**config.mk**
```make
export PLATFORM = sky130hd
export DESIGN_NAME = centered_moving_average
export DESIGN_NICKNAME = d
export VERILOG_FILES = /design/src/rtl/cma_pkg.sv /design/src/rtl/cma_ram.sv /design/src/rtl/cma_fifo.sv /design/src/rtl/cma_front.sv /design/src/rtl/cma_back.sv /design/src/rtl/centered_moving_average.sv
export SDC_FILE = /design/constraint.sdc
export NUM_CORES = 1
export LEC_CHECK = 0
export ABC_AREA = 1
export BUFFER_PORTS_ARGS = -buffer_cell sky130_fd_sc_hd__buf_2
export CAP_MARGIN = 15
export CORE_MARGIN = 8
export CORE_UTILIZATION = 55
export DETAILED_ROUTE_END_ITERATION = 7
export GPL_ROUTABILITY_DRIVEN = 0
export HOLD_SLACK_MARGIN = 0.03
export PLACE_DENSITY = 0.7
export SLEW_MARGIN = 10
export SYNTH_ARGS = -nofsm -noshare
export SYNTH_HDL_FRONTEND = slang
export SYNTH_HIERARCHICAL = 1
export SYNTH_SLANG_ARGS = --single-unit
```
**constraint.sdc**
```tcl
create_clock -name clk -period 6.4 [get_ports clk]
set_input_delay 1.28 -clock clk [delete_from_list [all_inputs] [get_ports clk]]
set_output_delay 1.28 -clock clk [all_outputs]
set_load 0.01 [all_outputs]
```
**src/rtl/cma_pkg.sv**
```systemverilog
`timescale 1ns / 1ps
// ----------------------------------------------------------------------------
// cma_pkg
// Shared types and constants of the centered moving average block.
// ----------------------------------------------------------------------------
package cma_pkg;

	localparam int HALF_W = 4;
	localparam logic [HALF_W-1:0] HALF_RESET = 4'd2;

	// back part status seen by the front part
	typedef struct packed {
		logic queue_empty;
		logic back_idle;
	} back_status_t;

endpackage

```
**src/rtl/cma_ram.sv**
```systemverilog
`timescale 1ns / 1ps
// ----------------------------------------------------------------------------
// cma_ram
// Generic single write port, single read port RAM with registered read.
// ----------------------------------------------------------------------------
module cma_ram #(
	parameter int WIDTH = 16,
	parameter int DEPTH = 17
) (
	input  logic                     clk,
	input  logic                     we,
	input  logic [$clog2(DEPTH)-1:0] waddr,
	input  logic [WIDTH-1:0]         wdata,
	input  logic                     re,
	input  logic [$clog2(DEPTH)-1:0] raddr,
	output logic [WIDTH-1:0]         rdata
);

	logic [WIDTH-1:0] mem_q [DEPTH];
	logic [WIDTH-1:0] rdata_q;

	always_ff @(posedge clk) begin
		if (we) begin
			mem_q[waddr] <= wdata;
		end
		if (re) begin
			rdata_q <= mem_q[raddr];
		end
	end

	assign rdata = rdata_q;

endmodule

```
**src/rtl/cma_fifo.sv**
```systemverilog
`timescale 1ns / 1ps
// ----------------------------------------------------------------------------
// cma_fifo
// Small register queue; depth is a power of two.
// ----------------------------------------------------------------------------
module cma_fifo #(
	parameter int WIDTH = 8,
	parameter int DEPTH = 4
) (
	input  logic             clk,
	input  logic             arst_n,
	input  logic             push,
	input  logic [WIDTH-1:0] din,
	output logic             full,
	input  logic             pop,
	output logic [WIDTH-1:0] dout,
	output logic             empty
);

	localparam int AW = $clog2(DEPTH);

	logic [WIDTH-1:0] mem_q [DEPTH];
	logic [AW-1:0]    wr_q;
	logic [AW-1:0]    rd_q;
	logic [AW:0]      cnt_q;
	logic             do_push;
	logic             do_pop;

	assign full    = (cnt_q == (AW+1)'(DEPTH));
	assign empty   = (cnt_q == '0);
	assign do_push = push && !full;
	assign do_pop  = pop && !empty;
	assign dout    = mem_q[rd_q];

	always_ff @(posedge clk) begin
		if (do_push) begin
			mem_q[wr_q] <= din;
		end
	end

	always_ff @(posedge clk or negedge arst_n) begin
		if (!arst_n) begin
			wr_q  <= '0;
			rd_q  <= '0;
			cnt_q <= '0;
		end else begin
			if (do_push) begin
				wr_q <= wr_q + 1'b1;
			end
			if (do_pop) begin
				rd_q <= rd_q + 1'b1;
			end
			case ({do_push, do_pop})
				2'b10: cnt_q <= cnt_q + 1'b1;
				2'b01: cnt_q <= cnt_q - 1'b1;
				default: cnt_q <= cnt_q;
			endcase
		end
	end

endmodule

```
**src/rtl/cma_front.sv**
```systemverilog
`timescale 1ns / 1ps
// ----------------------------------------------------------------------------
// cma_front
// Accepts samples into the sample line and turns each one into result jobs.
// ----------------------------------------------------------------------------
module cma_front import cma_pkg::*; #(
	parameter int MAX_HALF    = 8,
	parameter int SAMPLE_BITS = 16
) (
	input  logic                                     clk,
	input  logic                                     arst_n,
	input  logic                                     half_width_we,
	input  logic [HALF_W-1:0]                        half_width,
	input  logic                                     push,
	output logic                                     full,
	input  logic [SAMPLE_BITS-1:0]                   sample,
	input  logic                                     last_sample,
	input  back_status_t                             status,
	output logic                                     ram_we,
	output logic [$clog2(2*MAX_HALF+1)-1:0]          ram_waddr,
	output logic [SAMPLE_BITS-1:0]                   ram_wdata,
	output logic                                     job_push,
	output logic [$clog2(2*MAX_HALF+1)+$clog2(2*MAX_HALF+2):0] job_data,
	input  logic                                     job_full
);

	localparam int LINE_DEPTH = 2 * MAX_HALF + 1;
	localparam int AW         = $clog2(LINE_DEPTH);
	localparam int HW         = $clog2(MAX_HALF + 1);
	localparam int RCW        = $clog2(MAX_HALF + 2);
	localparam int CNT_W      = $clog2(LINE_DEPTH + 1);
	localparam int EW         = (HW > HALF_W) ? HW : HALF_W;

	logic [HALF_W-1:0] half_q;
	logic [AW-1:0]     head_q;
	logic [AW-1:0]     newest_q;
	logic [RCW-1:0]    recv_q;
	logic [HW-1:0]     emit_q;
	logic              last_q;
	logic              busy_q;

	logic              accept;
	logic [HW-1:0]     h_eff;
	logic [HW-1:0]     d;
	logic [HW-1:0]     lead;
	logic [HW-1:0]     r;
	logic              emit_ok;
	logic [AW:0]       span;
	logic [AW:0]       start_ext;
	logic [AW-1:0]     start;
	logic [CNT_W-1:0]  count;

	assign full   = busy_q || !status.queue_empty || !status.back_idle;
	assign accept = push && !full;

	assign ram_we    = accept;
	assign ram_waddr = head_q;
	assign ram_wdata = sample;

	always_comb begin
		if (EW'(half_q) > EW'(MAX_HALF)) begin
			h_eff = HW'(MAX_HALF);
		end else begin
			h_eff = HW'(half_q);
		end
		d       = HW'(recv_q - RCW'(1));
		lead    = (emit_q < h_eff) ? emit_q : h_eff;
		r       = (lead < d) ? lead : d;
		emit_ok = (recv_q != '0) && (last_q || (lead <= d));
		span      = (AW+1)'(d) + (AW+1)'(r);
		start_ext = (AW+1)'(newest_q) + (AW+1)'(LINE_DEPTH) - span;
		if (start_ext >= (AW+1)'(LINE_DEPTH)) begin
			start = AW'(start_ext - (AW+1)'(LINE_DEPTH));
		end else begin
			start = AW'(start_ext);
		end
		count = CNT_W'({r, 1'b1});
	end

	assign job_push = busy_q && emit_ok && !job_full;
	assign job_data = {start, count, last_q && (d == '0)};

	always_ff @(posedge clk or negedge arst_n) begin
		if (!arst_n) begin
			half_q   <= HALF_RESET;
			head_q   <= '0;
			newest_q <= '0;
			recv_q   <= '0;
			emit_q   <= '0;
			last_q   <= 1'b0;
			busy_q   <= 1'b0;
		end else begin
			if (half_width_we) begin
				half_q <= half_width;
			end
			if (accept) begin
				newest_q <= head_q;
				head_q   <= (head_q == AW'(LINE_DEPTH - 1)) ? '0 : head_q + 1'b1;
				recv_q   <= recv_q + 1'b1;
				last_q   <= last_sample;
				busy_q   <= 1'b1;
			end else if (busy_q) begin
				if (emit_ok) begin
					if (!job_full) begin
						recv_q <= recv_q - 1'b1;
						if (emit_q < HW'(MAX_HALF)) begin
							emit_q <= emit_q + 1'b1;
						end
					end
				end else begin
					busy_q <= 1'b0;
					if (last_q) begin
						recv_q <= '0;
						emit_q <= '0;
					end
				end
			end
		end
	end

	// pending samples never outgrow the half window plus the center sample
	a_recv_bound: assert property (@(posedge clk) disable iff (!arst_n)
		recv_q <= RCW'(MAX_HALF + 1))
		else $error("pending sample count out of range");

	// a stream end clears the counters
	a_stream_end: assert property (@(posedge clk) disable iff (!arst_n)
		busy_q && !emit_ok && last_q |=> (recv_q == '0) && (emit_q == '0))
		else $error("counters not cleared at stream end");

endmodule

```
**src/rtl/cma_back.sv**
```systemverilog
`timescale 1ns / 1ps
// ----------------------------------------------------------------------------
// cma_back
// Sums each job's window from the sample line and divides by its count.
// ----------------------------------------------------------------------------
module cma_back #(
	parameter int MAX_HALF      = 8,
	parameter int SAMPLE_BITS   = 16,
	parameter int FRACTION_BITS = 8
) (
	input  logic                                     clk,
	input  logic                                     arst_n,
	input  logic                                     job_empty,
	input  logic [$clog2(2*MAX_HALF+1)+$clog2(2*MAX_HALF+2):0] job_data,
	output logic                                     job_pop,
	output logic                                     ram_re,
	output logic [$clog2(2*MAX_HALF+1)-1:0]          ram_raddr,
	input  logic [SAMPLE_BITS-1:0]                   ram_rdata,
	input  logic                                     res_full,
	output logic                                     res_push,
	output logic [SAMPLE_BITS+FRACTION_BITS:0]       res_data,
	output logic                                     idle
);

	localparam int LINE_DEPTH = 2 * MAX_HALF + 1;
	localparam int AW         = $clog2(LINE_DEPTH);
	localparam int CNT_W      = $clog2(LINE_DEPTH + 1);
	localparam int SUM_W      = SAMPLE_BITS + $clog2(LINE_DEPTH);
	localparam int OUT_W      = SAMPLE_BITS + FRACTION_BITS;
	localparam int NW         = SUM_W + FRACTION_BITS + 2;
	localparam int DW         = CNT_W + 1;
	localparam int SW         = $clog2(OUT_W + 1);

	localparam logic [1:0] ST_IDLE = 2'd0;
	localparam logic [1:0] ST_SUM  = 2'd1;
	localparam logic [1:0] ST_DIV  = 2'd2;
	localparam logic [1:0] ST_PUSH = 2'd3;

	logic [1:0]       state_q;
	logic [AW-1:0]    addr_q;
	logic [CNT_W-1:0] left_q;
	logic [CNT_W-1:0] cnt_q;
	logic             last_q;
	logic             rd_s1;
	logic [SUM_W-1:0] sum_q;
	logic             neg_q;
	logic [DW-1:0]    rem_q;
	logic [OUT_W-1:0] quo_q;
	logic [SW-1:0]    step_q;

	logic [AW-1:0]    job_start;
	logic [CNT_W-1:0] job_count;
	logic             job_last;
	logic [SUM_W-1:0] sample_ext;
	logic [SUM_W-1:0] mag;
	logic [NW-1:0]    n_val;
	logic [DW:0]      sh;
	logic [DW:0]      dvs;
	logic             ge;
	logic [DW:0]      diff;
	logic [OUT_W-1:0] avg;

	assign {job_start, job_count, job_last} = job_data;

	assign idle      = (state_q == ST_IDLE);
	assign job_pop   = idle && !job_empty;
	assign ram_re    = (state_q == ST_SUM) && (left_q != '0);
	assign ram_raddr = addr_q;

	always_comb begin
		sample_ext = {{(SUM_W-SAMPLE_BITS){ram_rdata[SAMPLE_BITS-1]}}, ram_rdata};
		mag   = sum_q[SUM_W-1] ? (~sum_q + 1'b1) : sum_q;
		n_val = (NW'(mag) << (FRACTION_BITS + 1)) + NW'(cnt_q);
		sh    = {rem_q, quo_q[OUT_W-1]};
		dvs   = (DW+1)'({cnt_q, 1'b0});
		ge    = (sh >= dvs);
		diff  = sh - dvs;
		avg   = neg_q ? (~quo_q + 1'b1) : quo_q;
	end

	assign res_push = (state_q == ST_PUSH) && !res_full;
	assign res_data = {avg, last_q};

	always_ff @(posedge clk or negedge arst_n) begin
		if (!arst_n) begin
			state_q <= ST_IDLE;
			rd_s1   <= 1'b0;
			left_q  <= '0;
			step_q  <= '0;
		end else begin
			rd_s1 <= ram_re;
			case (state_q)
				ST_IDLE: begin
					if (!job_empty) begin
						addr_q  <= job_start;
						left_q  <= job_count;
						cnt_q   <= job_count;
						last_q  <= job_last;
						sum_q   <= '0;
						state_q <= ST_SUM;
					end
				end
				ST_SUM: begin
					if (ram_re) begin
						addr_q <= (addr_q == AW'(LINE_DEPTH - 1)) ? '0 : addr_q + 1'b1;
						left_q <= left_q - 1'b1;
					end
					if (rd_s1) begin
						sum_q <= sum_q + sample_ext;
					end else if (left_q == '0) begin
						neg_q   <= sum_q[SUM_W-1];
						rem_q   <= DW'(n_val >> OUT_W);
						quo_q   <= OUT_W'(n_val);
						step_q  <= SW'(OUT_W);
						state_q <= ST_DIV;
					end
				end
				ST_DIV: begin
					rem_q  <= ge ? DW'(diff) : DW'(sh);
					quo_q  <= {quo_q[OUT_W-2:0], ge};
					step_q <= step_q - 1'b1;
					if (step_q == SW'(1)) begin
						state_q <= ST_PUSH;
					end
				end
				ST_PUSH: begin
					if (!res_full) begin
						state_q <= ST_IDLE;
					end
				end
				default: state_q <= ST_IDLE;
			endcase
		end
	end

	// partial remainder stays below the divisor
	a_rem_bound: assert property (@(posedge clk) disable iff (!arst_n)
		(state_q == ST_DIV) |-> (rem_q < {cnt_q, 1'b0}))
		else $error("division remainder out of range");

	// a result leaves only after every quotient bit is done
	a_div_done: assert property (@(posedge clk) disable iff (!arst_n)
		res_push |-> (step_q == '0) && !rd_s1)
		else $error("result pushed before division finished");

endmodule

```
**src/rtl/centered_moving_average.sv**
```systemverilog
`timescale 1ns / 1ps
// ----------------------------------------------------------------------------
// centered_moving_average
// Centered moving average with windows that shrink at both stream edges.
// ----------------------------------------------------------------------------
// Usage:
//   input channel: push / full with sample and last_sample; an item is taken
//   when push is high and full is low. last_sample closes the stream and
//   flushes all of its remaining results.
//   result channel: empty / pop with average (signed Q15.8) and last_result;
//   the oldest result sits on the ports while empty is low.
//   the user must write half_width through half_width_we only while the block is idle; the block does not enforce it.
// Timing:
//   each result in the back part takes one sample-line read per window tap
//   and one quotient bit per cycle of the shared divider.
//   a new item is taken once every result of the previous one has been
//   computed.
//   a stalled receiver only blocks once the result queue fills.
// Reset:
//   arst_n clears queues and counters and sets half_width to 2; no sweep of
//   the sample line is needed.
// ----------------------------------------------------------------------------
module centered_moving_average import cma_pkg::*; #(
	parameter int MAX_HALF      = 8,
	parameter int SAMPLE_BITS   = 16,
	parameter int FRACTION_BITS = 8
) (
	input  logic                                   clk,
	input  logic                                   arst_n,
	input  logic                                   half_width_we,
	input  logic [HALF_W-1:0]                      half_width,
	input  logic                                   push,
	output logic                                   full,
	input  logic signed [SAMPLE_BITS-1:0]          sample,
	input  logic                                   last_sample,
	output logic                                   empty,
	input  logic                                   pop,
	output logic signed [SAMPLE_BITS+FRACTION_BITS-1:0] average,
	output logic                                   last_result
);

	localparam int LINE_DEPTH = 2 * MAX_HALF + 1;
	localparam int AW         = $clog2(LINE_DEPTH);
	localparam int CNT_W      = $clog2(LINE_DEPTH + 1);
	localparam int JOB_W      = AW + CNT_W + 1;
	localparam int OUT_W      = SAMPLE_BITS + FRACTION_BITS;
	localparam int RES_W      = OUT_W + 1;
	localparam int JOB_DEPTH  = 4;
	localparam int RES_DEPTH  = 4;

	back_status_t     status;
	logic             ram_we;
	logic [AW-1:0]    ram_waddr;
	logic [SAMPLE_BITS-1:0] ram_wdata;
	logic             ram_re;
	logic [AW-1:0]    ram_raddr;
	logic [SAMPLE_BITS-1:0] ram_rdata;
	logic             job_push;
	logic [JOB_W-1:0] job_in;
	logic             job_full;
	logic             job_pop;
	logic [JOB_W-1:0] job_out;
	logic             job_empty;
	logic             res_push;
	logic [RES_W-1:0] res_in;
	logic             res_full;
	logic [RES_W-1:0] res_out;
	logic             back_idle;

	assign status.queue_empty = job_empty;
	assign status.back_idle   = back_idle;

	cma_front #(
		.MAX_HALF    (MAX_HALF),
		.SAMPLE_BITS (SAMPLE_BITS)
	) u_front (
		.clk           (clk),
		.arst_n        (arst_n),
		.half_width_we (half_width_we),
		.half_width    (half_width),
		.push          (push),
		.full          (full),
		.sample        (sample),
		.last_sample   (last_sample),
		.status        (status),
		.ram_we        (ram_we),
		.ram_waddr     (ram_waddr),
		.ram_wdata     (ram_wdata),
		.job_push      (job_push),
		.job_data      (job_in),
		.job_full      (job_full)
	);

	cma_ram #(
		.WIDTH (SAMPLE_BITS),
		.DEPTH (LINE_DEPTH)
	) u_line (
		.clk   (clk),
		.we    (ram_we),
		.waddr (ram_waddr),
		.wdata (ram_wdata),
		.re    (ram_re),
		.raddr (ram_raddr),
		.rdata (ram_rdata)
	);

	cma_fifo #(
		.WIDTH (JOB_W),
		.DEPTH (JOB_DEPTH)
	) u_job_q (
		.clk    (clk),
		.arst_n (arst_n),
		.push   (job_push),
		.din    (job_in),
		.full   (job_full),
		.pop    (job_pop),
		.dout   (job_out),
		.empty  (job_empty)
	);

	cma_back #(
		.MAX_HALF      (MAX_HALF),
		.SAMPLE_BITS   (SAMPLE_BITS),
		.FRACTION_BITS (FRACTION_BITS)
	) u_back (
		.clk       (clk),
		.arst_n    (arst_n),
		.job_empty (job_empty),
		.job_data  (job_out),
		.job_pop   (job_pop),
		.ram_re    (ram_re),
		.ram_raddr (ram_raddr),
		.ram_rdata (ram_rdata),
		.res_full  (res_full),
		.res_push  (res_push),
		.res_data  (res_in),
		.idle      (back_idle)
	);

	cma_fifo #(
		.WIDTH (RES_W),
		.DEPTH (RES_DEPTH)
	) u_res_q (
		.clk    (clk),
		.arst_n (arst_n),
		.push   (res_push),
		.din    (res_in),
		.full   (res_full),
		.pop    (pop),
		.dout   (res_out),
		.empty  (empty)
	);

	assign average     = res_out[RES_W-1:1];
	assign last_result = res_out[0];

endmodule
```
==> impl_metrics.py <==
metrics = {
    "worst_setup_path": {
        "setup.worst_path.class": "flop to flop",
        "rrSetupSlack_ns": 1.36,
        "worst-path-max-fanout": 8,
        "critical_path_at_ns": 5.43,
        "worst_reg2reg_endpoint": "u_job_q/mem_q[3][6]",
        "critical_path.reg2reg.startpoint": "u_front/half_q[3]",
        "startpoint_types": "flop",
        "worst_ep_required_time_ns": 6.79,
        "worst_r2r_path_depth": 27,
        "worstSetupEndpointType": "flop",
    },
    "sta": {
        "number_of_failing_hold_endpoints_at_the_final_stage": 0,
        "skew_ns": 0.0199,
        "final_max_slew_viol_count": 0,
        "finalWorstSetupSlack_ns": 1.36,
        "min_period_over_period": 0.788,
        "fin_crit_ns": 5.04,
        "achievable-frequency_ghz": 0.198,
        "grt_setup_unrepaired": "no",
        "setup_viol_count_final": 0,
        "finalSetupTns_ns": 0,
        "worst-slew-pin-transition_ns": 1.05,
        "worst_max_slew_margin_expressed_relative_to_the_limit": 0.300,
    },
    "drt": {
        "routed_via_density": 5.49,
        "drt.antenna.violating_nets": 0,
        "vias": 18200,
        "drc_errors": 0,
        "totalWireLength_mm": 58.4,
        "dr.pass1.iters": 6,
        "route.detailed.wl_per_inst_um": 17.6,
        "initialDrtViolationCount": 1714,
    },
    "yosys": {
        "yosys.area.top_type_share": 0.561,
        "synthesis.area_um2": 26500,
        "count_of_state_elements_after_synthesis": 546,
        "synth_cell_types": 48,
        "yosys_warnings": 6,
        "synthFlopType": "sky130_fd_sc_hd__edfxtp_1",
        "synth.area.top_cells": "sky130_fd_sc_hd__edfxtp_1 (56%), sky130_fd_sc_hd__nand2_1 (12%), sky130_fd_sc_hd__nand3_1 (5.6%)",
        "synth_top_cell_by_area": "sky130_fd_sc_hd__edfxtp_1",
        "synthesis.nets": 2731,
        "synthesis.area_per_instance_um2": 10.1,
        "seq_area_frac_synth": 0.610,
        "synthCells": 2625,
        "edff_count_synth": 495,
        "synth_async_sr_flop_share": 0.0934,
    },
    "place": {
        "dp_worst_setup_slack_ns": 1.42,
        "place.port_buffers": 52,
        "final_hpwl_from_detailed_placement_mm": 35.8,
    },
    "layout": {
        "final_layout_size_suffix_gt1_frac": 0.0803,
        "area_growth_syn_to_layout_pct": 8.61,
        "nNetsFinal": 2763,
        "num_antenna_cells": 0,
        "post-route-util": 0.603,
    },
    "power": {
        "p_leak_uw": 0.0120,
        "power.share.switching": 0.404,
        "p_sw_uw": 6000,
        "seqPwrFrac": 0.362,
        "ir_drop_mv": 0.571,
        "power.internal_uw": 8850,
        "comb_power_share": 0.426,
        "clock_power_share": 0.212,
        "p_per_area_nw_per_um2": 516,
    },
    "min_path": {
        "min_delay_path_class": "flop to flop",
        "min_to": "u_res_q/cnt_q[0]",
        "min-delay-start": "u_res_q/cnt_q[0]",
        "timing.hold.worst_path_depth": 1,
    },
    "cts": {
        "cts.repair_timing.setup_buffer_count": 0,
        "cts-resized-gates": 0,
        "clock_sinks": 546,
        "cts_buffers": 55,
        "cts.reportedPaths.clkPinSlew_ns": 0.06,
        "clk_path_buf_depth": 3,
        "cts_root_buf": "sky130_fd_sc_hd__clkbuf_16",
        "worst_skew_pair.late_latency_ns": 0.61,
        "ctsHtreeMaxLevel": 2,
        "postCtsHoldBufs": 0,
        "cts_tree": "built",
    },
    "die": {
        "floorplan.die_area_um2": 55400,
        "starting_density_of_the_core": 0.556,
        "die_h_um": 235,
        "placement_rows": 80,
        "core_um2": 47600,
        "io_pins": 53,
        "fp.dieW_um": 235,
    },
    "grt": {
        "grt_antenna_before_repair": 6,
        "grt_pass1_vias": 18100,
        "global_route.usage.total": 0.211,
        "global_route_wire_length_before_repair_mm": 95.0,
        "pin_count_of_the_biggest_net_entering_global_routing": 74,
        "globalRouteOverflowTotal": 0,
    },
    "run_status": {
        "run_status": "finished, final reports clean",
    },
    "run": {
        "max_cap_violations": 0,
    },
}
-- Yosys cell counts, drive strengths merged (33+ instances only) --
library cell,count
nor2,139
xor2,33
nand2,839
nand3,300
a21oi,52
o21ai,80
buf,94
dfrtp,50
edfxtp,495
ha,72
o211ai,77
inv,290
-- power by group through the flow --
stage	combinational, uW	sequential [uW]	clock, uW
after floorplan	4920	5340	0
after global placement	5950	5430	0
after detailed placement	6280	5450	0
after CTS	6330	5380	3200
after global routing	7220	5440	3350
final	6330	5380	3140
-- registers in the layout, indices dropped and copies added (netlist names), 6 cells and up --
register       count
u_res_q/mem_q    100
u_back/rem_q       6
u_back/sum_q      21
u_job_q/mem_q     44
u_back/quo_q      24
u_line/mem_q     272
u_line/rdata      16
-- stage by stage --
stage	power, uW	cell area [um^2]	cells	hold slack, ns
CTS	14900	28800	3318	0.479
finish	14900	28800	3318	0.475
detailed placement	11700	27000	3215	0.466
global placement	11400	27000	3215	0.461
global route	16000	28800	3318	0.506
floorplan	10300	26500	2625	0.446
-- cells by family after synthesis --
logic type | synth area share
multiplexers | 0.000851
AO/OA/AOI/OAI | 0.0523
buffers and inverters | 0.0726
flip-flops | 0.610
AND/OR/NAND/NOR | 0.209
other | 0.000142
XOR/XNOR | 0.0157
adder cells (fa/ha/maj) | 0.0401
-- cell type report --
| type | instances | area, um^2 |
|---|---|---|
| flip-flops and latches | 546 | 16100 |
| multi-input cells | 1677 | 8450 |
| repair buffers | 86 | 515 |
| well taps | 615 | 769 |
| clock inverters | 36 | 359 |
| fillers | 3872 | 18900 |
| inverters | 291 | 1090 |
| clock buffers | 67 | 1420 |
-- worst max-delay path: stages, from the launching register on --
cell                      delay (ns)
sky130_fd_sc_hd__dfrtp_1        0.39
sky130_fd_sc_hd__inv_1          0.17
sky130_fd_sc_hd__ha_1           0.28
sky130_fd_sc_hd__a21oi_1        0.31
sky130_fd_sc_hd__nand2_1        0.14
sky130_fd_sc_hd__nand3_1        0.11
sky130_fd_sc_hd__nand2_1        0.10
sky130_fd_sc_hd__ha_1           0.29
sky130_fd_sc_hd__nand2_1        0.06
sky130_fd_sc_hd__inv_1          0.05
sky130_fd_sc_hd__nand2_1        0.06
sky130_fd_sc_hd__nand2_2        0.13
sky130_fd_sc_hd__inv_1          0.09
sky130_fd_sc_hd__nand2_1        0.07
sky130_fd_sc_hd__nand2_1        0.11
sky130_fd_sc_hd__ha_1           0.30
sky130_fd_sc_hd__inv_1          0.05
sky130_fd_sc_hd__fa_1           0.51
sky130_fd_sc_hd__ha_1           0.17
sky130_fd_sc_hd__inv_1          0.06
sky130_fd_sc_hd__fa_1           0.42
sky130_fd_sc_hd__xor2_2         0.26
sky130_fd_sc_hd__inv_2          0.07
sky130_fd_sc_hd__nor2_4         0.11
sky130_fd_sc_hd__nand2_2        0.07
sky130_fd_sc_hd__nand2_2        0.09
sky130_fd_sc_hd__nand2_4        0.08
sky130_fd_sc_hd__xor2_1         0.29
-- metal layers --
layer / global-route usage / vias up / wire (um)
met5: 0 / - / 65
met4: 0.0627 / 10 / 1430
met3: 0.0400 / 105 / 3920
met2: 0.360 / 557 / 28600
met1: 0.272 / 8683 / 24400
li1: - / 8861 / -
-- worst max path at each step --
stage / startpoint / end / slack (ns) / cells after the start
global placement: u_front/half_q[3] / u_job_q/mem_q[1][10] / 1.72 / 31
CTS: u_front/half_q[3] / u_job_q/mem_q[3][6] / 1.39 / 27
global route: u_front/half_q[3] / u_job_q/mem_q[3][6] / 0.84 / 30
floorplan: u_front/half_q[1] / u_job_q/mem_q[0][6] / 1.98 / 29
finish: u_front/half_q[3] / u_job_q/mem_q[3][6] / 1.36 / 27
detailed placement: u_front/half_q[3] / u_job_q/mem_q[3][6] / 1.42 / 27
-- layout by cell type (no fill, tap or decap), types with 3 or more instances in the layout --
master and instances:
sky130_fd_sc_hd__fa_1 8, sky130_fd_sc_hd__nor3_1 11, sky130_fd_sc_hd__clkinv_1 10, sky130_fd_sc_hd__and2_1 3, sky130_fd_sc_hd__o21ai_1 4, sky130_fd_sc_hd__nand4_1 13, sky130_fd_sc_hd__ha_1 72, sky130_fd_sc_hd__dfrtp_1 50
sky130_fd_sc_hd__clkinv_4 3, sky130_fd_sc_hd__a21oi_1 50, sky130_fd_sc_hd__o21bai_1 4, sky130_fd_sc_hd__xnor2_1 12, sky130_fd_sc_hd__nand2_4 3, sky130_fd_sc_hd__buf_2 52, sky130_fd_sc_hd__o21ai_0 75, sky130_fd_sc_hd__nand3_1 297
sky130_fd_sc_hd__nor2_1 132, sky130_fd_sc_hd__nand3_2 3, sky130_fd_sc_hd__xor2_1 30, sky130_fd_sc_hd__xor2_2 3, sky130_fd_sc_hd__o22ai_1 8, sky130_fd_sc_hd__clkinvlp_4 4, sky130_fd_sc_hd__o211ai_1 75, sky130_fd_sc_hd__nand2_1 830
sky130_fd_sc_hd__bufinv_16 5, sky130_fd_sc_hd__inv_2 13, sky130_fd_sc_hd__clkinv_2 12, sky130_fd_sc_hd__inv_1 276, sky130_fd_sc_hd__buf_4 34, sky130_fd_sc_hd__nand3b_1 9, sky130_fd_sc_hd__nand2_2 6, sky130_fd_sc_hd__clkbuf_16 55
sky130_fd_sc_hd__nor2_4 6, sky130_fd_sc_hd__clkbuf_1 12, sky130_fd_sc_hd__edfxtp_1 495
(Power assumes the default switching activity.)
